<file path="src/rtl/console_capture_panic_detector_top_assert.svh">
// Assertion macros shared by the console capture RTL.
// Depends on aclk and aresetn being present in the including module.
`ifndef CONSOLE_CAPTURE_PANIC_DETECTOR_TOP_ASSERT_SVH
`define CONSOLE_CAPTURE_PANIC_DETECTOR_TOP_ASSERT_SVH

// check a condition at every clock edge outside reset
`define CCPD_ASSERT_ALWAYS(lbl, cond, msg) \
    lbl: assert property (@(posedge aclk) disable iff (!aresetn) (cond)) else $error(msg);

// check a consequence in the cycle after an antecedent
`define CCPD_ASSERT_NEXT(lbl, ante, cons, msg) \
    lbl: assert property (@(posedge aclk) disable iff (!aresetn) (ante) |=> (cons)) \
        else $error(msg);

`endif

</file>
<file path="src/rtl/ccpd_pkg.sv">
// Shared types and constants of the console capture panic detector.
// No dependencies.
`default_nettype none

package ccpd_pkg;

    typedef enum logic [1:0] {
        CMD_PUSH  = 2'd0,
        CMD_READ  = 2'd1,
        CMD_CLEAR = 2'd2
    } cmd_t;

    typedef enum logic [1:0] {
        OP_NONE  = 2'd0,
        OP_WRITE = 2'd1,
        OP_READ  = 2'd2
    } op_t;

    typedef struct packed {
        op_t         op;
        logic [7:0]  wdata;
        logic        read_valid;
        logic [14:0] stored_length;
        logic        was_truncated;
        logic        panic_present;
    } entry_t;

    localparam logic [14:0] LIMIT_RESET = 15'd16384;

    localparam int QUEUE_DEPTH = 4;
    localparam int QPW = $clog2(QUEUE_DEPTH);
    localparam int QCW = $clog2(QUEUE_DEPTH + 1);

    localparam int SIG_COUNT = 6;
    localparam int SIG_MAX   = 34;

    // text right-aligned: last character in the low byte
    localparam logic [SIG_MAX*8-1:0] SIG_TEXT [SIG_COUNT] = '{
        "Illegal instruction in kernel mode",
        "no fault handler for frame",
        "assertion ",
        "kernel panic",
        "Kernel panic",
        "PANIC"
    };

    localparam int unsigned SIG_LEN [SIG_COUNT] = '{34, 26, 10, 12, 12, 5};

endpackage

`default_nettype wire

</file>
<file path="src/rtl/ccpd_front.sv">
// Front end: decodes commands, keeps window state, history and signature match.
// Depends on ccpd_pkg; issues store operations to ccpd_queue.
`default_nettype none

module ccpd_front #(
    parameter int CAPTURE_DEPTH = 16384,
    parameter int HISTORY_BYTES = 34,
    parameter int AW = $clog2(CAPTURE_DEPTH)
) (
    input  wire logic              aclk,
    input  wire logic              aresetn,
    input  wire logic              cfg_wr_en,
    input  wire logic [14:0]       cfg_wr_data,
    input  wire logic              in_valid,
    output logic                   in_ready,
    input  wire logic [1:0]        in_cmd,
    input  wire logic [7:0]        in_byte,
    input  wire logic [13:0]       in_offset,
    input  wire logic              q_full,
    output logic                   q_push,
    output ccpd_pkg::entry_t       q_entry,
    output logic [AW-1:0]          q_addr
);

    `include "console_capture_panic_detector_top_assert.svh"

    localparam int CW   = $clog2(CAPTURE_DEPTH + 1);
    localparam int SW   = $clog2(CAPTURE_DEPTH + 2);
    localparam int WW   = (CW > 15) ? CW : 15;
    localparam int SUMW = ((CW > 14) ? CW : 14) + 1;
    localparam logic [SUMW-1:0] DEPTH_S = SUMW'(CAPTURE_DEPTH);
    localparam logic [WW-1:0]   DEPTH_W = WW'(CAPTURE_DEPTH);
    localparam logic [SW-1:0]   DEPTH_SP = SW'(CAPTURE_DEPTH);

    logic [14:0]   limit_reg;
    logic [AW-1:0] oldest_reg, oldest_next;
    logic [CW-1:0] held_reg, held_next;
    logic          dropped_reg, dropped_next;
    logic [7:0]    hist_reg [HISTORY_BYTES];
    logic [7:0]    hist_next [HISTORY_BYTES];
    logic [7:0]    hist_shift [HISTORY_BYTES];
    logic          seen_reg, seen_next;
    logic [SW-1:0] span_reg, span_next;

    ccpd_pkg::cmd_t cmd;
    logic [CW-1:0]   lim;
    logic [WW-1:0]   lim_w;
    logic [SUMW-1:0] addr_sum, addr_wrap, drop_sum, drop_wrap;
    logic            rd_ok;
    logic [ccpd_pkg::SIG_COUNT-1:0] hit;
    logic            accept;

    assign in_ready = !q_full;
    assign accept   = in_valid && !q_full;
    assign q_push   = accept;
    assign cmd      = ccpd_pkg::cmd_t'(in_cmd);

    always_comb begin
        lim_w = (WW'(limit_reg) > DEPTH_W) ? DEPTH_W : WW'(limit_reg);
        lim   = lim_w[CW-1:0];
        rd_ok = SUMW'(in_offset) < SUMW'(held_reg);
        addr_sum = SUMW'(oldest_reg)
                 + ((cmd == ccpd_pkg::CMD_PUSH) ? SUMW'(held_reg) : SUMW'(in_offset));
        addr_wrap = (addr_sum >= DEPTH_S) ? addr_sum - DEPTH_S : addr_sum;
        drop_sum  = SUMW'(oldest_reg) + SUMW'(held_reg) - SUMW'(lim) + SUMW'(1);
        drop_wrap = (drop_sum >= DEPTH_S) ? drop_sum - DEPTH_S : drop_sum;
    end

    always_comb begin
        for (int i = 0; i < HISTORY_BYTES - 1; i++) begin
            hist_shift[i] = hist_reg[i+1];
        end
        hist_shift[HISTORY_BYTES-1] = in_byte;
        for (int s = 0; s < ccpd_pkg::SIG_COUNT; s++) begin
            hit[s] = 1'b1;
            for (int j = 0; j < ccpd_pkg::SIG_MAX; j++) begin
                if (j < ccpd_pkg::SIG_LEN[s]) begin
                    if (hist_shift[HISTORY_BYTES-1-j] != ccpd_pkg::SIG_TEXT[s][j*8 +: 8]) begin
                        hit[s] = 1'b0;
                    end
                end
            end
        end
    end

    always_comb begin
        oldest_next  = oldest_reg;
        held_next    = held_reg;
        dropped_next = dropped_reg;
        hist_next    = hist_reg;
        seen_next    = seen_reg;
        span_next    = span_reg;
        q_entry.op         = ccpd_pkg::OP_NONE;
        q_entry.wdata      = in_byte;
        q_entry.read_valid = 1'b0;
        q_addr             = addr_wrap[AW-1:0];
        unique case (cmd)
            ccpd_pkg::CMD_PUSH: begin
                if (lim != '0) begin
                    q_entry.op = ccpd_pkg::OP_WRITE;
                    if (held_reg >= lim) begin
                        oldest_next  = drop_wrap[AW-1:0];
                        held_next    = lim;
                        dropped_next = 1'b1;
                    end else begin
                        held_next = held_reg + CW'(1);
                    end
                    hist_next = hist_shift;
                    if (seen_reg && span_reg <= DEPTH_SP) begin
                        span_next = span_reg + SW'(1);
                    end
                    for (int s = 0; s < ccpd_pkg::SIG_COUNT; s++) begin
                        if (hit[s]) begin
                            if (!seen_next || SW'(ccpd_pkg::SIG_LEN[s]) < span_next) begin
                                span_next = SW'(ccpd_pkg::SIG_LEN[s]);
                            end
                            seen_next = 1'b1;
                        end
                    end
                end
            end
            ccpd_pkg::CMD_READ: begin
                if (rd_ok) begin
                    q_entry.op         = ccpd_pkg::OP_READ;
                    q_entry.read_valid = 1'b1;
                end
            end
            ccpd_pkg::CMD_CLEAR: begin
                oldest_next  = '0;
                held_next    = '0;
                dropped_next = 1'b0;
                for (int i = 0; i < HISTORY_BYTES; i++) begin
                    hist_next[i] = 8'd0;
                end
                seen_next = 1'b0;
                span_next = '0;
            end
            default: begin
            end
        endcase
        q_entry.stored_length = 15'(held_next);
        q_entry.was_truncated = dropped_next;
        q_entry.panic_present = seen_next && (span_next <= SW'(held_next));
    end

    always_ff @(posedge aclk) begin
        if (!aresetn) begin
            limit_reg   <= ccpd_pkg::LIMIT_RESET;
            oldest_reg  <= '0;
            held_reg    <= '0;
            dropped_reg <= 1'b0;
            seen_reg    <= 1'b0;
            span_reg    <= '0;
            for (int i = 0; i < HISTORY_BYTES; i++) begin
                hist_reg[i] <= 8'd0;
            end
        end else begin
            if (cfg_wr_en) begin
                limit_reg <= cfg_wr_data;
            end
            if (accept) begin
                oldest_reg  <= oldest_next;
                held_reg    <= held_next;
                dropped_reg <= dropped_next;
                seen_reg    <= seen_next;
                span_reg    <= span_next;
                hist_reg    <= hist_next;
            end
        end
    end

    `CCPD_ASSERT_ALWAYS(a_held_bound, SUMW'(held_reg) <= DEPTH_S, "held count above depth")
    `CCPD_ASSERT_NEXT(a_clear_empties, accept && cmd == ccpd_pkg::CMD_CLEAR,
        held_reg == '0 && !seen_reg && !dropped_reg, "clear left state behind")

endmodule

`default_nettype wire

</file>
<file path="config.mk">
export PLATFORM = sky130hd
export DESIGN_NAME = ccpd_front
export DESIGN_NICKNAME = d
export VERILOG_FILES = /design/src/rtl/ccpd_pkg.sv /design/src/rtl/ccpd_front.sv
export VERILOG_INCLUDE_DIRS = /design/src /design/src/rtl
export SDC_FILE = /design/constraint.sdc
export NUM_CORES = 1
export LEC_CHECK = 0
export BUFFER_PORTS_ARGS = -buffer_cell sky130_fd_sc_hd__buf_2
export CAP_MARGIN = 25
export CORE_MARGIN = 8
export CORE_UTILIZATION = 55
export DETAILED_ROUTE_END_ITERATION = 6
export GPL_ROUTABILITY_DRIVEN = 1
export PLACE_DENSITY_LB_ADDON = 0.12
export SKIP_CTS_REPAIR_TIMING = 1
export SYNTH_ARGS = -nofsm -noshare
export SYNTH_HDL_FRONTEND = slang
export SYNTH_SLANG_ARGS = --single-unit
</file>
<file path="constraint.sdc">
create_clock -name aclk -period 10.4 [get_ports aclk]
set_input_delay 2.08 -clock aclk [delete_from_list [all_inputs] [get_ports aclk]]
set_output_delay 2.08 -clock aclk [all_outputs]
set_load 0.01 [all_outputs]
</file>
Word-level counts from Yosys, hierarchy flattened
Index checks and enable logic that the tools add are counted.

word-level totals
  input bits = 44
  bits in registers = 325
  word-level logic and storage cells = 319
  output and inout bits = 44

operators by class
  reductions and logical operators = 21
  magnitude comparators = 13
  equal/unequal tests = 86
  add/sub/neg operators = 8
  multiplexer cells = 152

operators by type and width
  cell                     count
  $ne A8 B7 Y1 const B     73
  $pmux W264 S2            1
  $mux W15                 30
  $mux W264                1
  $mux W1                  109
  $ne A8 B6 Y1 const B     9
  $pmux W15 S2             2
  $mux W14                 4
  $lt A4 B15 Y1 const A    3
  $add A14 B15 Y16         2
  $ge A16 B15 Y1 const B   2
  $add A15 B1 Y15 const B  2
  $pmux W14 S2             1
  $sub A14 B1 Y14 const B  2
  $add A16 B1 Y16 const B  1
  $sub A16 B15 Y16         1
  $ge A15 B15 Y1           1
  $gt A15 B15 Y1 const B   1
  $le A15 B15 Y1           1
  $le A15 B15 Y1 const B   1
  $lt A14 B15 Y1           1
  $lt A3 B15 Y1 const A    1
  $lt A5 B15 Y1 const A    1
  $lt A6 B15 Y1 const A    1
  other kinds (14)         29

Logic depth before layout (Yosys ltp)
  depth after elaboration = 70
  mapped depth = 28
  gate-level depth less buffers = 27

Worst setup path after synthesis
OpenSTA, ideal clock, no wires.

  kind = input to output
  start = in in_byte[1]
  end = out q_entry[0] (netlist bit)
  data arrival time = 6.997 ns
  stages on the path = 24
  required time = 8.320 ns
  slack = 1.323 ns
  buffers on the path = 0
  cell sequence = or4bb_1 > or4_1 > or4_1 > nor3_2 > nor3_1 > and2_1 > and4bb_2 > a41oi_4 > or2_4 > nor2_1 > a22o_1 > ha_1 > nor2b_1 > o21a_1 > o21a_1 > o21a_1 > o21a_1 > o21a_1 > o21a_1 > o21ai_0 > a21oi_1 > a2111oi_0 > o21ai_0 > a21oi_1

RTL lines
  item         line              source
  from (decl)  ccpd_front.sv:17  input wire logic [7:0] in_byte,
  to (decl)    ccpd_front.sv:21  output ccpd_pkg::entry_t q_entry,

==> reports/metrics.yaml <==
logic_synthesis:
  synth_area_leaders: "dfxtp_1, a21oi_1, nand3_1, nand2_1, ha_1"
  synth.distinct_cells: 93
  async_reset_ff_share_pct: 0
  yosys.area.top_type: "dfxtp_1"
  synth_top_area_share_pct: 35.13
  syn-cell-area_um2: 18520
  synth_ff_type: "dfxtp_1"
  synth_warnings: 0
  syn_inst: 2367
  syn_area_per_cell_um2: 7.824
  synth-seq-cells: 325
  synth_enable_flop_cells: 0
  syn_nets: 2499
  synth-seq-area-share_pct: 35.13
drt:
  num_vias: 17960
  drc: 0
  avgViaCountPerCell: 6.385
  firstDrtPassIters: 5
  drt_iter0_drc: 1774
  wl_per_cell_um: 21.15
  routed_wl_um: 59460
  drt.antenna.violating_nets: 0
sta:
  rsz0062_at_grt: "no"
  finalCritPeriodShare_pct: 95.99
  max_freq_mhz: 100.2
  setup_viol: 0
  hold_slack_ps: 462.4
  fin_crit_ps: 9983
  worst_pin_slew_ps: 1036
  slew_viol_final: 0
  clock_skew_ps: 20.85
  hold_viol_final: 0
  slew_headroom_pct: 30.95
  setup_tns_ps: 0
setup_path:
  critPathCaptureType: "primary output"
  start_kind: "primary input"
  rr_endpoint: "span_reg[9]$_SDFFE_PN0P_"
  crit_type: "primary input to primary output"
  reg2reg_from: "span_reg[2]$_SDFFE_PN0P_"
  worstPathMaxFanout: 6
  required_ps: 8320
  worstRegToRegCells: 12
  worstPathArrival_ps: 7900
  r2r_setup_slack_ps: 5310
run:
  maxCapViolCount: 0
power_and_ir_drop:
  p_leak_nw: 7.006
  p_per_area_nw_per_um2: 142.0
  vdd_drop_max_uv: 143.7
cells_and_area:
  antenna_cells: 0
  final_layout_size_suffix_gt1_share_pct: 8.503
  n_fill_cell: 3134
  seqCellArea_um2: 6506
  multi_input_area_um2: 11000
  fin_cells: 2812
  nNetsFinal: 2469
  largest_register_ff_count: 264
  area.growth.synth_to_final_pct: 9.499
place:
  placedCellCount: 2745
  gp_congestion: 0.9844
  numPortBuffers: 87
  hpwlAfterDp_um: 41310
global_routing:
  grt_overflow: 0
  grt_pass1_vias: 16960
  met2_usage_pct: 46.96
  grt_busiest_layer: "met2"
  antenna_found_initial: 0
  grt_pass1_wl_um: 94620
  grtUsageTotal_pct: 29.33
  grt_max_degree: 205
  grtUsageMet3_pct: 4.160
  met1_usage_pct: 38.90
floorplan:
  fp.dieW_um: 199.5
  die-area_um2: 39800
  start_util_pct: 55.51
  core_area_um2: 33360
  num_rows: 67
  chipHeight_um: 199.5
  io_pins: 88
clock_tree:
  clkSinkCount: 325
  path_clk_slew_ps: 60
  cts_tree: "yes"
  htree_levels: 2
  cts.path.max_buffers: 3
  clock_latency_ps: 550
  ctsRootBufferMaster: "clkbuf_16"
  cts-buffers-inserted: 37
hold_path:
  hp-class: "flip-flop to flip-flop"
  hold_end: "hist_reg[15]$_SDFFE_PN0P_"
  worstHoldPathCells: 2
  min-delay-start: "hist_reg[15]$_SDFFE_PN0P_"
outcome:
  status: "completed"
synth_stat cells (all sizes together) (12+ instances only):
cell,instances
inv,91
mux2i,30
o21ai,61
nor3,35
nor4bb,31
nor4b,30
a21o,23
xor2,12
mux2,13
a31oi,16
nand2b,14
dfxtp,325
nand4b,16
clkbuf,136
a22o,16
a21oi,326
nor2,73
nand4,60
nand2,340
and4b,22
xnor2,25
ha,74
or4,17
fa,14
nor4,49
buf,37
nand3,296
cell families (layout without fill, tap and decap cells):
| family | after synthesis | count (layout) | synth area share [%] |
|---|---|---|---|
| XOR/XNOR | 37 | 37 | 1.750 |
| multiplexers | 43 | 43 | 2.412 |
| adder cells (fa/ha/maj) | 88 | 88 | 6.513 |
| AO/OA/AOI/OAI | 548 | 548 | 17.69 |
| flip-flops | 325 | 325 | 35.13 |
| AND/OR/NAND/NOR | 1061 | 1061 | 30.90 |
| buffers and inverters | 265 | 262 | 5.608 |
how the worst max path moves through the flow:
stage               start    endpoint  cells past startpoint
5_1_grt        in_byte[6]  q_entry[0]                     27
3_3_place_gp   in_byte[6]  q_entry[0]                     27
6_report       in_byte[6]  q_entry[0]                     27
3_5_place_dp   in_byte[6]  q_entry[0]                     27
2_1_floorplan  in_byte[1]  q_entry[0]                     24
4_1_cts        in_byte[6]  q_entry[0]                     27
per-layer routing:
metal,wire [um],up-vias
met5,0,-
met4,2699,0
met3,3790,141
met2,27020,669
met1,25950,8570
li1,-,8575
where the power goes:
group / internal, mW / switching (mW) / total, mW
Combinational: 0.0954 / 0.187 / 0.283
Sequential: 1.25 / 0.0105 / 1.26
Clock: 0.794 / 0.540 / 1.33
Total: 2.14 / 0.738 / 2.88
layout by cell type, fill, tap and decap left out, types with 15 or more instances in the layout:
| cell | count |
|---|---|
| and4b_1 | 22 |
| o21ai_0 | 56 |
| nor3_1 | 31 |
| nor4_1 | 48 |
| nand3_1 | 295 |
| nand2_1 | 339 |
| inv_1 | 90 |
| a21oi_1 | 326 |
| mux2i_1 | 30 |
| a31oi_1 | 16 |
| nor2_1 | 73 |
| nor4bb_1 | 31 |
| buf_2 | 87 |
| clkbuf_16 | 38 |
| a22o_1 | 16 |
| nor4b_1 | 30 |
| xnor2_1 | 25 |
| or4_1 | 16 |
| dfxtp_1 | 325 |
| nand4_1 | 60 |
| a21o_1 | 23 |
| ha_1 | 74 |
| nand4b_1 | 15 |
worst max-delay path: stages:
cell,delay [ps]
buf_2,150
nand4bb_1,190
nor4_1,270
nand4_1,110
or4_1,710
o21bai_1,360
nand3_1,240
o31ai_4,310
a21boi_1,310
o21ba_2,280
or2_4,180
nor2_1,60
a22o_1,210
ha_1,280
nor2b_1,130
o21a_1,160
o21a_1,160
o21a_1,170
o21a_1,160
o21a_1,160
o21a_1,160
o21ai_0,140
a21oi_1,90
a2111oi_0,380
o21ai_0,150
a21oi_1,140
buf_2,150
metrics by stage:
| step | power [mW] | setup slack [ps] | cell area, um2 | util [%] |
|---|---|---|---|---|
| 2_1_floorplan | 1.491 | 1323 | 18520 | - |
| 3_3_place_gp | 1.565 | 508.3 | 19010 | 56.98 |
| 3_5_place_dp | 1.568 | 474.7 | 19010 | 56.98 |
| 4_1_cts | 2.898 | 432.4 | 20250 | 60.70 |
| 5_1_grt | 2.978 | 21.03 | 20280 | 60.78 |
| 6_report | 2.880 | 417.5 | 20280 | 60.78 |
cell type report:
cell class,instances,area share (%)
multi-input combinational,1777,54.24
sequential,325,32.08
clock buffer,53,5.263
timing repair buffer,104,3.060
tap,448,2.764
inverter,92,1.740
clock inverter,13,0.8515
(Power assumes the default switching activity.)
