File: config.mk
export PLATFORM = sky130hd
export DESIGN_NAME = ccpd_queue
export DESIGN_NICKNAME = d
export VERILOG_FILES = /design/src/rtl/ccpd_pkg.sv /design/src/rtl/ccpd_queue.sv
export VERILOG_INCLUDE_DIRS = /design/src /design/src/rtl
export SDC_FILE = /design/constraint.sdc
export NUM_CORES = 1
export LEC_CHECK = 0
export BUFFER_PORTS_ARGS = -buffer_cell sky130_fd_sc_hd__buf_4
export CELL_PAD_IN_SITES_DETAIL_PLACEMENT = 1
export CELL_PAD_IN_SITES_GLOBAL_PLACEMENT = 1
export CORE_UTILIZATION = 30
export DETAILED_ROUTE_END_ITERATION = 6
export PLACE_DENSITY_LB_ADDON = 0.1
export SKIP_LAST_GASP = 1
export SLEW_MARGIN = 20
export SYNTH_ARGS = -nofsm -noshare
export SYNTH_HDL_FRONTEND = slang
export SYNTH_SLANG_ARGS = --single-unit
export TNS_END_PERCENT = 20
File: constraint.sdc
create_clock -name aclk -period 4.2 [get_ports aclk]
set_input_delay 0.84 -clock aclk [delete_from_list [all_inputs] [get_ports aclk]]
set_output_delay 0.84 -clock aclk [all_outputs]
set_load 0.01 [all_outputs]
File: src/rtl/console_capture_panic_detector_top_assert.svh
// Assertion macros shared by the console capture RTL.
// Depends on aclk and aresetn being present in the including module.
`ifndef CONSOLE_CAPTURE_PANIC_DETECTOR_TOP_ASSERT_SVH
`define CONSOLE_CAPTURE_PANIC_DETECTOR_TOP_ASSERT_SVH

// check a condition at every clock edge outside reset
`define CCPD_ASSERT_ALWAYS(lbl, cond, msg) \
    lbl: assert property (@(posedge aclk) disable iff (!aresetn) (cond)) else $error(msg);

// check a consequence in the cycle after an antecedent
`define CCPD_ASSERT_NEXT(lbl, ante, cons, msg) \
    lbl: assert property (@(posedge aclk) disable iff (!aresetn) (ante) |=> (cons)) \
        else $error(msg);

`endif

File: src/rtl/ccpd_pkg.sv
// Shared types and constants of the console capture panic detector.
// No dependencies.
`default_nettype none

package ccpd_pkg;

    typedef enum logic [1:0] {
        CMD_PUSH  = 2'd0,
        CMD_READ  = 2'd1,
        CMD_CLEAR = 2'd2
    } cmd_t;

    typedef enum logic [1:0] {
        OP_NONE  = 2'd0,
        OP_WRITE = 2'd1,
        OP_READ  = 2'd2
    } op_t;

    typedef struct packed {
        op_t         op;
        logic [7:0]  wdata;
        logic        read_valid;
        logic [14:0] stored_length;
        logic        was_truncated;
        logic        panic_present;
    } entry_t;

    localparam logic [14:0] LIMIT_RESET = 15'd16384;

    localparam int QUEUE_DEPTH = 4;
    localparam int QPW = $clog2(QUEUE_DEPTH);
    localparam int QCW = $clog2(QUEUE_DEPTH + 1);

    localparam int SIG_COUNT = 6;
    localparam int SIG_MAX   = 34;

    // text right-aligned: last character in the low byte
    localparam logic [SIG_MAX*8-1:0] SIG_TEXT [SIG_COUNT] = '{
        "Illegal instruction in kernel mode",
        "no fault handler for frame",
        "assertion ",
        "kernel panic",
        "Kernel panic",
        "PANIC"
    };

    localparam int unsigned SIG_LEN [SIG_COUNT] = '{34, 26, 10, 12, 12, 5};

endpackage

`default_nettype wire

File: src/rtl/ccpd_queue.sv
// Short operation queue between the front end and the store back end.
// Depends on ccpd_pkg.
`default_nettype none

module ccpd_queue #(
    parameter int AW = 14
) (
    input  wire logic             aclk,
    input  wire logic             aresetn,
    input  wire logic             push,
    input  ccpd_pkg::entry_t      push_entry,
    input  wire logic [AW-1:0]    push_addr,
    output logic                  full,
    input  wire logic             pop,
    output logic                  not_empty,
    output ccpd_pkg::entry_t      head_entry,
    output logic [AW-1:0]         head_addr
);

    `include "console_capture_panic_detector_top_assert.svh"

    ccpd_pkg::entry_t ent_mem [ccpd_pkg::QUEUE_DEPTH];
    logic [AW-1:0]    addr_mem [ccpd_pkg::QUEUE_DEPTH];
    logic [ccpd_pkg::QPW-1:0] wr_ptr_reg, rd_ptr_reg;
    logic [ccpd_pkg::QCW-1:0] count_reg, count_next;
    logic do_pop;

    assign full       = count_reg == ccpd_pkg::QCW'(ccpd_pkg::QUEUE_DEPTH);
    assign not_empty  = count_reg != '0;
    assign do_pop     = pop && not_empty;
    assign head_entry = ent_mem[rd_ptr_reg];
    assign head_addr  = addr_mem[rd_ptr_reg];

    always_comb begin
        count_next = count_reg;
        if (push && !do_pop) begin
            count_next = count_reg + ccpd_pkg::QCW'(1);
        end else if (!push && do_pop) begin
            count_next = count_reg - ccpd_pkg::QCW'(1);
        end
    end

    always_ff @(posedge aclk) begin
        if (push) begin
            ent_mem[wr_ptr_reg]  <= push_entry;
            addr_mem[wr_ptr_reg] <= push_addr;
        end
    end

    always_ff @(posedge aclk) begin
        if (!aresetn) begin
            wr_ptr_reg <= '0;
            rd_ptr_reg <= '0;
            count_reg  <= '0;
        end else begin
            if (push) begin
                wr_ptr_reg <= wr_ptr_reg + ccpd_pkg::QPW'(1);
            end
            if (do_pop) begin
                rd_ptr_reg <= rd_ptr_reg + ccpd_pkg::QPW'(1);
            end
            count_reg <= count_next;
        end
    end

    `CCPD_ASSERT_ALWAYS(a_no_overflow, !(push && full), "push into full queue")

endmodule

`default_nettype wire

# After elaboration in Yosys (flattened, before gate mapping)
# Memories as Yosys holds them, arrays and structs flattened. A register that Yosys moved wholly into a read port is not among the register bits.
# Index checks and enable logic that the tools add are counted.
[totals]
mem_count = 2
inputBits = 46
reg_bits = 7
ram_bits = 168
wordCells = 25
output_inout_bits = 44
[memory_table]
columns = ["name", "words", "word_bits", "rd", "rd_clocked_by_memory_dff", "wr", "line_no", "text"]
rows = [
  ["ent_mem", 4, 28, 1, 1, 1, "ccpd_queue.sv:22", "ccpd_pkg::entry_t ent_mem [ccpd_pkg::QUEUE_DEPTH];"],
  ["addr_mem", 4, 14, 1, 1, 1, "ccpd_queue.sv:23", "logic [AW-1:0] addr_mem [ccpd_pkg::QUEUE_DEPTH];"],
]
[classes]
add_sub_neg = 4
mux = 8
n_reduce_logical = 7
eq_ne = 1
[op_table]
columns = ["operator", "n"]
rows = [
  ["$mux 2", 4],
  ["$mux 3", 2],
  ["$add 2x1->2 const B", 2],
  ["$add 3x1->3 const B", 1],
  ["$eq 3x3->1 const B", 1],
  ["$logic_and 1x1->1", 3],
  ["$reduce_bool 3->1", 1],
  ["$sub 3x1->3 const B", 1],
  ["$logic_not 1->1", 2],
  ["$mux 1", 2],
  ["$reduce_bool 2->1", 1],
]

# Depth between registers and ports, before layout
# Gate-level depths: netlist (run 1).
[logic_depth]
word_depth = 5
mapped_depth = 7

# Worst setup path after synthesis (run 1)
# OpenSTA, ideal clock, no wires.
[synth_path]
path_kind = "input -> register"
startpoint = "in push"
endpoint = "mem addr_mem[0][0], enable pin"
path_stages = 1
required_time_ns = 3.797
setup_time_ns = 0.403
path_buffers = 0
setup_slack_ns = 1.940
arrival_time_ns = 1.856
cell_sequence = "and2_1"
[synth_between]
elab_chain_len = 2
[synth_rtl]
columns = ["element", "line_no", "text"]
rows = [
  ["start: declaration", "ccpd_queue.sv:10", "input wire logic push,"],
  ["$mux 1", "ccpd_queue.sv:44", "if (push) begin"],
  ["$mux 1 (not written as such)", "ccpd_queue.sv:46", "addr_mem[wr_ptr_reg] <= push_addr;"],
  ["end: declaration", "ccpd_queue.sv:23", ""],
]
# Every way passes these cells.

==> results.txt, run 1 <==
status: finished clean
max-cap violations: 0
vias after detailed routing: 2932
total wire length: 12650 µm
crit path DAT: 2.26 ns
Slew Limit Headroom: 39.22%
number of synthesized flops with an enable pin: 168
remaining antenna violation count: 0
DR top layer: met4
Static Leak: 2.731 nW
worst-skew pair later-pin latency: 0.43 ns
Post-DP Area: 7542 µm²
die area: 22560 µm²
Area growth syn-to-layout: 23.98%
num ports: 90
All-Layer GR Usage: 12.06%
post-route setup TNS: 0 ns
initial antenna violation count: 0
GPL Wtd Cong: 0.6780
die height: 150.2 µm
crit path time final: 3.102 ns
post-synthesis instance total: 263
Placed Instances: 623
Worst-path clk slew: 0.06 ns
Hold Buf Count CTS: 0
Root Driver: clkbuf_16
final std cells w/o fill: 655
# diodes: 0
synthesized area per cell: 25.06 µm²
Worst Hold Path Cells: 2
CORE AREA: 21290 µm²
Async SR Flop Fraction: 0%
Starting Density: 30.96%
most instantiated cells after synthesis: edfxtp_1, mux4_2, and2_1, dfxtp_1, ha_1
Rows: 53
RSZ-0062 raised after global routing: false
Worst Skew: 0.01037 ns
Mapped Area: 6590 µm²
Peak VDD IR: 199.5 µV
vias in the first global route: 3239
R2R depth: 7
largest net degree at the start of global routing: 43
post-synthesis sequential element count: 177
Max Clock Freq: 322.4 MHz
TritonCTS clock tree: yes
count of pins over their slew limit: 0
I/O Buffers: 89
first-pass GRT wire length: 19040 µm
Num CTS Buffers: 17
Seq/Total Area, Yosys: 79.29%
post-synth top area cell: edfxtp_1
Final nets: 419
Netlist cell types: 22
Final Hold Fails: 0
WP data required: 3.36 ns
Ys Warns: 0
critical path startpoint category: flip-flop
top-area cell type share of the netlist area: 76.55%
share of layout cells above drive strength 1: 45.53%
Max clock buf depth: 2
critical path, cell by cell: mux4_1 > buf_4
DR WL met2: 6460 µm
CTS sink cnt: 177
Setup Buffers After CTS: 0
DR pass1 iterations: 4
post-route cell area: 8170 µm²
Starting DRT DRC Count: 126
synth top area cells: edfxtp_1, mux4_2, dfxtp_1
highest net fanout along the worst path: 42
Hold Path Class: flip-flop to flip-flop
hpwl dp: 7584 µm
CTS H-tree lvls: 4
Crit. End Element: output port
slew of the pin with the lowest slew margin: 0.9117 ns
met3 WL: 549 µm
Via density: 4.476
WL per Instance: 19.31 µm
Setup Crit Path Kind: flip-flop to output port
die width: 150.2 µm
fin crit share: 73.85%
most instantiated library cell after synthesis: edfxtp_1
P per Cell Area: 587.2 nW/µm²
setup violators final: 0
Min Hold Slack: 0.5685 ns
total grt overflow: 0
WL met1: 5426 µm
Resize count post-CTS: 0
critical path's slowest cell: dfxtp_4
syn nets: 315
Largest register FFs: 112
# DRC: 0
Top FF cell, synth: edfxtp_1
Slowest Stage Delay on Critical Path: 0.96 ns
-- power breakdown --
part	switching [mW]	internal [mW]	leakage [nW]
registers	0.173	2.04	1.62
clock network	0.659	1.00	0.296
logic	0.355	0.565	0.817
total	1.19	3.61	2.73
-- cell families (layout without fill, tap and decap cells) --
kind of cell               Yosys count  in the layout  synth area share, %
muxes                               44             44                14.77
adders and majority gates            6              6                1.253
AOI/OAI and AO/OA                    4              4               0.7595
buffers and inverters               13            130                1.918
and+or+nand+nor                     14             14                1.348
DFF                                177            177                79.29
xor gates and xnor gates             5              5               0.6646
-- cell usage in the layout (no fill, tap or decap), drive strengths merged --
cell	netlist	routed
edfxtp	168	168
buf	9	95
mux4	42	42
clkbuf	1	18
dfxtp	9	9
and2	9	9
inv	3	8
ha	5	5
bufinv	0	4
xnor2	3	3
clkinvlp	0	3
or3	2	2
xor2	2	2
mux2i	2	2
nor2b	2	2
clkinv	0	2
o31ai	1	1
nor3b	1	1
o311ai	1	1
o21ai	1	1
a21boi	1	1
fa	1	1
-- layer usage --
layer / GRT usage, % / vias up
met2: 20.09 / 68
li1: - / 1318
met3: 3.455 / 17
met4: 5.455 / 0
met1: 14.47 / 1529
met5: 0 / -
-- worst paths after layout --
kind                                                 start                          to  slack (ns)
worst max-delay path                             flip-flop               head_addr[13]        1.10
worst min-delay path            wr_ptr_reg[1]$_SDFFE_PN0P_  wr_ptr_reg[1]$_SDFFE_PN0P_        0.57
worst max register to register   count_reg[1]$_SDFFE_PN0P_   count_reg[2]$_SDFFE_PN0P_        2.11
worst min register to register  wr_ptr_reg[1]$_SDFFE_PN0P_  wr_ptr_reg[1]$_SDFFE_PN0P_        0.57
-- worst max-delay path: cells and delay by family, from the launching register on --
family / cells / cell delay, ns
mux: 1 / 0.70
flops: 1 / 0.96
buf+inv: 1 / 0.17
-- per-stage QoR --
step	utilization [%]	setup WS [ns]	power, mW
finish	38.38	1.098	4.798
global route	38.38	0.9082	5.016
CTS	38.38	0.9747	4.893
detailed placement	35.43	1.448	3.216
global placement	35.43	1.438	3.207
floorplan	-	1.940	2.837
-- final cells by class --
class	instances	area, µm²
inverter	3	11.26
clock inverter	14	198.9
tap	275	344.1
multi-input combinational	73	1244
fill	2025	13120
clock buffer	18	429.2
timing repair buffer	95	713.2
sequential	177	5230
Note: power is estimated with default switching activity, not from simulation.
==> inputs of run 2 (changes only) <==
clock period = 3 ns   (was 4.2 ns; I/O delays follow)
==> run 2 against run 1 <==
Die area stayed put. Worst setup slack worse by 0.73 ns. Register-to-register slack worse by 1.2 ns. Via count is 0.17% lower. First-iteration DRC count is 23% lower. Combinational power is 55% higher. Global-route usage is 0.13 points higher.
==> results.txt, run 2 (same netlist as run 1, synthesis figures left out) <==
most frequent cells in the layout: edfxtp_1, buf_4, mux4_2
die width: 150.2 µm (unchanged)
Starting DRT DRC Count: 97 (-23%)
Peak VDD IR: 316.8 µV (+59%)
count of pins over their slew limit: 0 (unchanged)
CORE AREA: 21290 µm² (unchanged)
Setup WS post-layout: 0.3663 ns (-0.7320 ns)
Multi-input gate area: 1244 µm² (unchanged)
Max clock buf depth: 2 (unchanged)
Placed Instances: 624 (+0.16%)
slew of the pin with the lowest slew margin: 0.4429 ns (-0.4688 ns)
Tot Pwr: 6.637 mW (+38%)
r2r startpoint: count_reg[1]$_SDFFE_PN0P_
highest net fanout along the worst path: 20 (-52%)
Crit. End Element: output port
die height: 150.2 µm (unchanged)
Via density: 4.462 (-0.32%)
Largest register FFs: 112 (unchanged)
Starting Density: 30.96% (unchanged)
register area: 5230 µm² (unchanged)
Slew Limit Headroom: 70.47% (+31 points)
# fillers: 2038 (+0.64%)
Root Driver: clkbuf_16
RSZ-0062 raised after global routing: false
fin crit share: 87.79%
WL per Instance: 19.45 µm (+0.74%)
status: finished clean
Setup Buffers After CTS: 0 (unchanged)
GPL Wtd Cong: 0.6479 (-4.4%)
Num CTS Buffers: 17 (unchanged)
net switching fraction of the power: 26.50% (+1.8 points)
hpwl dp: 7717 µm (+1.8%)
total grt overflow: 0 (unchanged)
CTS sink cnt: 177 (unchanged)
total wire length: 12760 µm (+0.89%)
DP Worst Slack: 0.7355 ns (-0.7128 ns)
critical path startpoint category: flip-flop
Worst-path clk slew: 0.08 ns (+0.02 ns)
share of layout cells above drive strength 1: 46.19% (+0.67 points)
final std cells w/o fill: 656 (+0.15%)
TritonCTS clock tree: yes
Static Leak: 2.745 nW (+0.49%)
clock network power share: 33.1% (-1.6 points)
I/O Buffers: 89 (unchanged)
DR pass1 iterations: 4 (unchanged)
post-route setup TNS: 0 ns (unchanged)
worst-skew pair later-pin latency: 0.43 ns (about the same)
# diodes: 0 (unchanged)
CTS H-tree lvls: 4 (unchanged)
switching power: 1.759 mW (+48%)
vias after detailed routing: 2927 (-0.17%)
total internal power: 4.878 mW (+35%)
most common cell after layout, fill and taps aside: edfxtp_1
Hold Path Class: input port to flip-flop
combinational power share: 21.5% (+2.3 points)
remaining antenna violation count: 0 (unchanged)
Sequential Power Share: 45.4% (-0.8 points)
crit path DAT: 2.03 ns (-0.23 ns)
WP data required: 2.40 ns (-0.96 ns)
# DRC: 0 (unchanged)
die area: 22560 µm² (unchanged)
Final nets: 420 (+0.24%)
max-cap violations: 0 (unchanged)
Rows: 53 (unchanged)
crit path time final: 2.634 ns
Setup Crit Path Kind: flip-flop to output port
vias in the first global route: 3286 (+1.5%)
P per Cell Area: 808.0 nW/µm² (+38%)
hold_sp: push_entry[23]
Max Clock Freq: 379.7 MHz
initial antenna violation count: 0 (unchanged)
first-pass GRT wire length: 19300 µm (+1.4%)
num ports: 90 (unchanged)
setup violators final: 0 (unchanged)
Final Hold Fails: 0 (unchanged)
Area growth syn-to-layout: 24.64%
Worst Skew: 0.007974 ns (-0.002391 ns)
Resize count post-CTS: 0 (unchanged)
Hold Buf Count CTS: 0 (unchanged)
largest net degree at the start of global routing: 37 (-14%)
All-Layer GR Usage: 12.19% (+0.13 points)
[run 2: changes by cell type in the layout (fill, tap and decap cells not counted)]
| cell | delta |
|---|---|
| inv_8 | +4 |
| clkinv_1 | -1 |
| clkinv_8 | +1 |
| bufinv_16 | -3 |
| buf_12 | +6 |
| buf_4 | -5 |
| clkbuf_1 | -1 |
| clkinv_2 | +1 |
| clkinvlp_4 | -1 |
[run 2: power groups by stage]
stage / clock network, mW / registers (mW) / logic (mW)
floorplan: 0 / 2.96 / 1.01
global placement: 0 / 3.08 / 1.46
detailed placement: 0 / 3.09 / 1.47
CTS: 2.26 / 3.03 / 1.47
global route: 2.35 / 3.05 / 1.55
finish: 2.20 / 3.01 / 1.43
[run 2: critical path, cell delays in order (launching register included)]
cell and delay (ns):
dfxtp_4 0.64, buf_12 0.26, mux4_2 0.54, buf_4 0.16
[run 2: final cells by class]
| class | count | share of cell area [%] |
|---|---|---|
| flip-flops and latches | 177 | 63.67 |
| multi-input cells | 73 | 15.14 |
| repair buffers | 96 | 9.688 |
| clock buffers | 17 | 5.179 |
| well taps | 275 | 4.189 |
| clock inverters | 15 | 1.995 |
| inverters | 3 | 0.1371 |
[run 2: path summary, 6_finish.rpt]
| kind | cells past startpoint | to | slack, ns |
|---|---|---|---|
| max | 3 | head_entry[7] | 0.37 |
| min | 1 | ent_mem[0][23]$_DFFE_PP_ | 0.37 |
| max reg2reg | 7 | count_reg[2]$_SDFFE_PN0P_ | 0.93 |
| min reg2reg | 2 | wr_ptr_reg[1]$_SDFFE_PN0P_ | 0.57 |
[run 2: routing by layer]
| layer | wire length [µm] | global-route usage [%] | share of wire [%] |
|---|---|---|---|
| met5 | 0 | 0 | 0 |
| met4 | 186 | 5.152 | 1.5 |
| met3 | 584 | 3.667 | 4.6 |
| met2 | 6423 | 20.21 | 50 |
| met1 | 5564 | 14.74 | 44 |
[run 2: through the flow]
stage	util, %	area (µm²)	hold slack [ns]
after floorplan	-	6590	0.5276
after global placement	35.82	7625	0.5688
after detailed placement	35.82	7625	0.5753
after CTS	38.59	8214	0.3467
after global routing	38.59	8214	0.3483
final	38.59	8214	0.3686
==> inputs of run 3 (changes only) <==
PLACE_DENSITY = 0.6   (was unset)
PLACE_DENSITY_LB_ADDON = unset   (was 0.1)
==> run 3 against run 2 <==
Via count grew 2.3%. Sequential power barely moved. Fmax increased by 2.7%. Global-route usage up 0.069 points. Clock-buffer cell count rose by 9. Worst hold slack gained 0.0026 ns. Utilization is essentially flat. Clock power barely moved. Sequential share of layout area rose by 0.078 points. Sequential cell count stayed put. Wire length decreased by 0.16%. Largest power group unchanged. Highest routed layer unchanged.
==> results.txt, run 3 (same netlist as run 1, synthesis figures left out) <==
Static Leak: 2.732 nW (-0.47%)
Hold Path Class: input port to flip-flop
die height: 150.2 µm (unchanged)
flop2flop setup slack: 0.95 ns (+0.02 ns)
DR pass1 iterations: 4 (unchanged)
register area: 5230 µm² (unchanged)
crit path DAT: 1.96 ns (-0.07 ns)
fin crit share: 85.46% (-2.3 points)
All-Layer GR Usage: 12.25% (+0.069 points)
crit path time final: 2.564 ns (-0.06987 ns)
I/O Buffers: 89 (unchanged)
P per Cell Area: 809.6 nW/µm² (+0.20%)
share of layout cells above drive strength 1: 44.09% (-2.1 points)
worst-skew pair later-pin latency: 0.43 ns (about the same)
total wire length: 12740 µm (-0.16%)
clock network power share: 33.1% (about the same)
largest net degree at the start of global routing: 29 (-22%)
remaining antenna violation count: 0 (unchanged)
Final nets: 420 (unchanged)
status: finished clean
first-pass GRT wire length: 19380 µm (+0.43%)
num ports: 90 (unchanged)
Crit. End Element: output port
most frequent cells in the layout: edfxtp_1, buf_4, mux4_2
Slew Limit Headroom: 57.19% (-13 points)
# DRC: 0 (unchanged)
slew of the pin with the lowest slew margin: 0.6421 ns (+0.1992 ns)
Max clock buf depth: 2 (unchanged)
Num CTS Buffers: 17 (unchanged)
Hold Crit Endpoint: ent_mem[1][10]$_DFFE_PP_
CTS sink cnt: 177 (unchanged)
Starting DRT DRC Count: 125 (+29%)
Setup Crit Path Kind: flip-flop to output port
most common cell after layout, fill and taps aside: edfxtp_1
Resize count post-CTS: 0 (unchanged)
TritonCTS clock tree: yes
post-route setup TNS: 0 ns (unchanged)
vias after detailed routing: 2994 (+2.3%)
Rows: 53 (unchanged)
critical path startpoint category: flip-flop
# fillers: 2031 (-0.34%)
Root Driver: clkbuf_16
Worst R2R End: count_reg[2]$_SDFFE_PN0P_
Final Hold Fails: 0 (unchanged)
count of pins over their slew limit: 0 (unchanged)
Starting Density: 30.96% (unchanged)
initial antenna violation count: 0 (unchanged)
Via density: 4.564 (+2.3%)
WP data required: 2.40 ns (about the same)
combinational power share: 22.0% (+0.5 points)
CTS H-tree lvls: 4 (unchanged)
total grt overflow: 0 (unchanged)
Area growth syn-to-layout: 24.49%
r2r startpoint: count_reg[1]$_SDFFE_PN0P_
setup violators final: 0 (unchanged)
total internal power: 5.029 mW (+3.1%)
Placed Instances: 624 (unchanged)
Largest register FFs: 112 (unchanged)
GPL Wtd Cong: 0.6689 (+3.2%)
Peak VDD IR: 350.8 µV (+11%)
max-cap violations: 0 (unchanged)
RSZ-0062 raised after global routing: false
# diodes: 0 (unchanged)
Worst Skew: 0.01434 ns (+0.006363 ns)
highest net fanout along the worst path: 12 (-40%)
Hold Buf Count CTS: 0 (unchanged)
Max Clock Freq: 390.0 MHz (+2.7%)
final std cells w/o fill: 656 (unchanged)
CORE AREA: 21290 µm² (unchanged)
net switching fraction of the power: 24.29% (-2.2 points)
switching power: 1.613 mW (-8.3%)
Worst Hold Path Cells: 1 (unchanged)
WL per Instance: 19.42 µm (-0.16%)
Setup Buffers After CTS: 0 (unchanged)
Worst-path clk slew: 0.06 ns (-0.02 ns)
Sequential Power Share: 45.0% (-0.4 points)
die width: 150.2 µm (unchanged)
vias in the first global route: 3282 (-0.12%)
die area: 22560 µm² (unchanged)
hold_sp: push_entry[10]
R2R depth: 7 (unchanged)
hpwl dp: 7880 µm (+2.1%)
Multi-input gate area: 1244 µm² (unchanged)
## run 3: cell types whose count changed in the layout (fill, tap and decap cells not counted)
cell       previous run  this run
clkinv_4              1         0
inv_6                 5         0
clkinv_8              1         0
clkbuf_8              0         1
bufinv_16             1         3
clkbuf_1              0         8
inv_8                 4         0
## run 3: worst max-delay path, cell delays in order, from the launching register on
cell and delay [ns]:
dfxtp_4 0.50, buf_4 0.31, mux4_2 0.55, buf_4 0.16
## run 3: power by group through the flow
stage / combinational (mW) / clock [mW] / sequential, mW
global route: 1.58 / 2.34 / 3.01
floorplan: 1.01 / 0 / 2.96
global placement: 1.49 / 0 / 3.04
CTS: 1.51 / 2.25 / 3.00
detailed placement: 1.51 / 0 / 3.05
finish: 1.46 / 2.20 / 2.99
## run 3: how the worst max path moves through the flow
stage	start	to	slack, ns	cells after the start
2_1_floorplan	push	addr_mem[0][0]$_DFFE_PP_	0.98	1
3_3_place_gp	flip-flop	head_entry[20]	0.84	3
3_5_place_dp	pop	count_reg[2]$_SDFFE_PN0P_	0.80	8
4_1_cts	flip-flop	head_entry[20]	0.35	3
5_1_grt	flip-flop	head_entry[23]	0.31	3
6_report	flip-flop	head_entry[20]	0.44	3
## run 3: metrics by stage
stage / worst slack [ns] / utilization [%] / area, µm² / hold WS (ns) / power, mW
finish: 0.4362 / 38.54 / 8204 / 0.3712 / 6.642
global route: 0.3140 / 38.54 / 8204 / 0.3551 / 6.935
CTS: 0.3498 / 38.54 / 8204 / 0.3501 / 6.758
detailed placement: 0.8042 / 35.82 / 7625 / 0.5719 / 4.556
global placement: 0.8431 / 35.82 / 7625 / 0.5551 / 4.525
floorplan: 0.9804 / - / 6590 / 0.5276 / 3.972
## run 3: per-layer routing
| metal | track usage (%) | wire [µm] |
|---|---|---|
| met4 | 5.606 | 210 |
| met5 | 0 | 0 |
| met2 | 19.35 | 6246 |
| met3 | 3.515 | 588 |
| met1 | 15.63 | 5694 |
## run 3: area by class of cell
cell class | instances | share of cell area (%)
sequential | 177 | 63.75
multi-input combinational | 73 | 15.16
timing repair buffer | 96 | 9.700
clock buffer | 26 | 5.719
tap | 275 | 4.194
clock inverter | 6 | 1.342
inverter | 3 | 0.1373
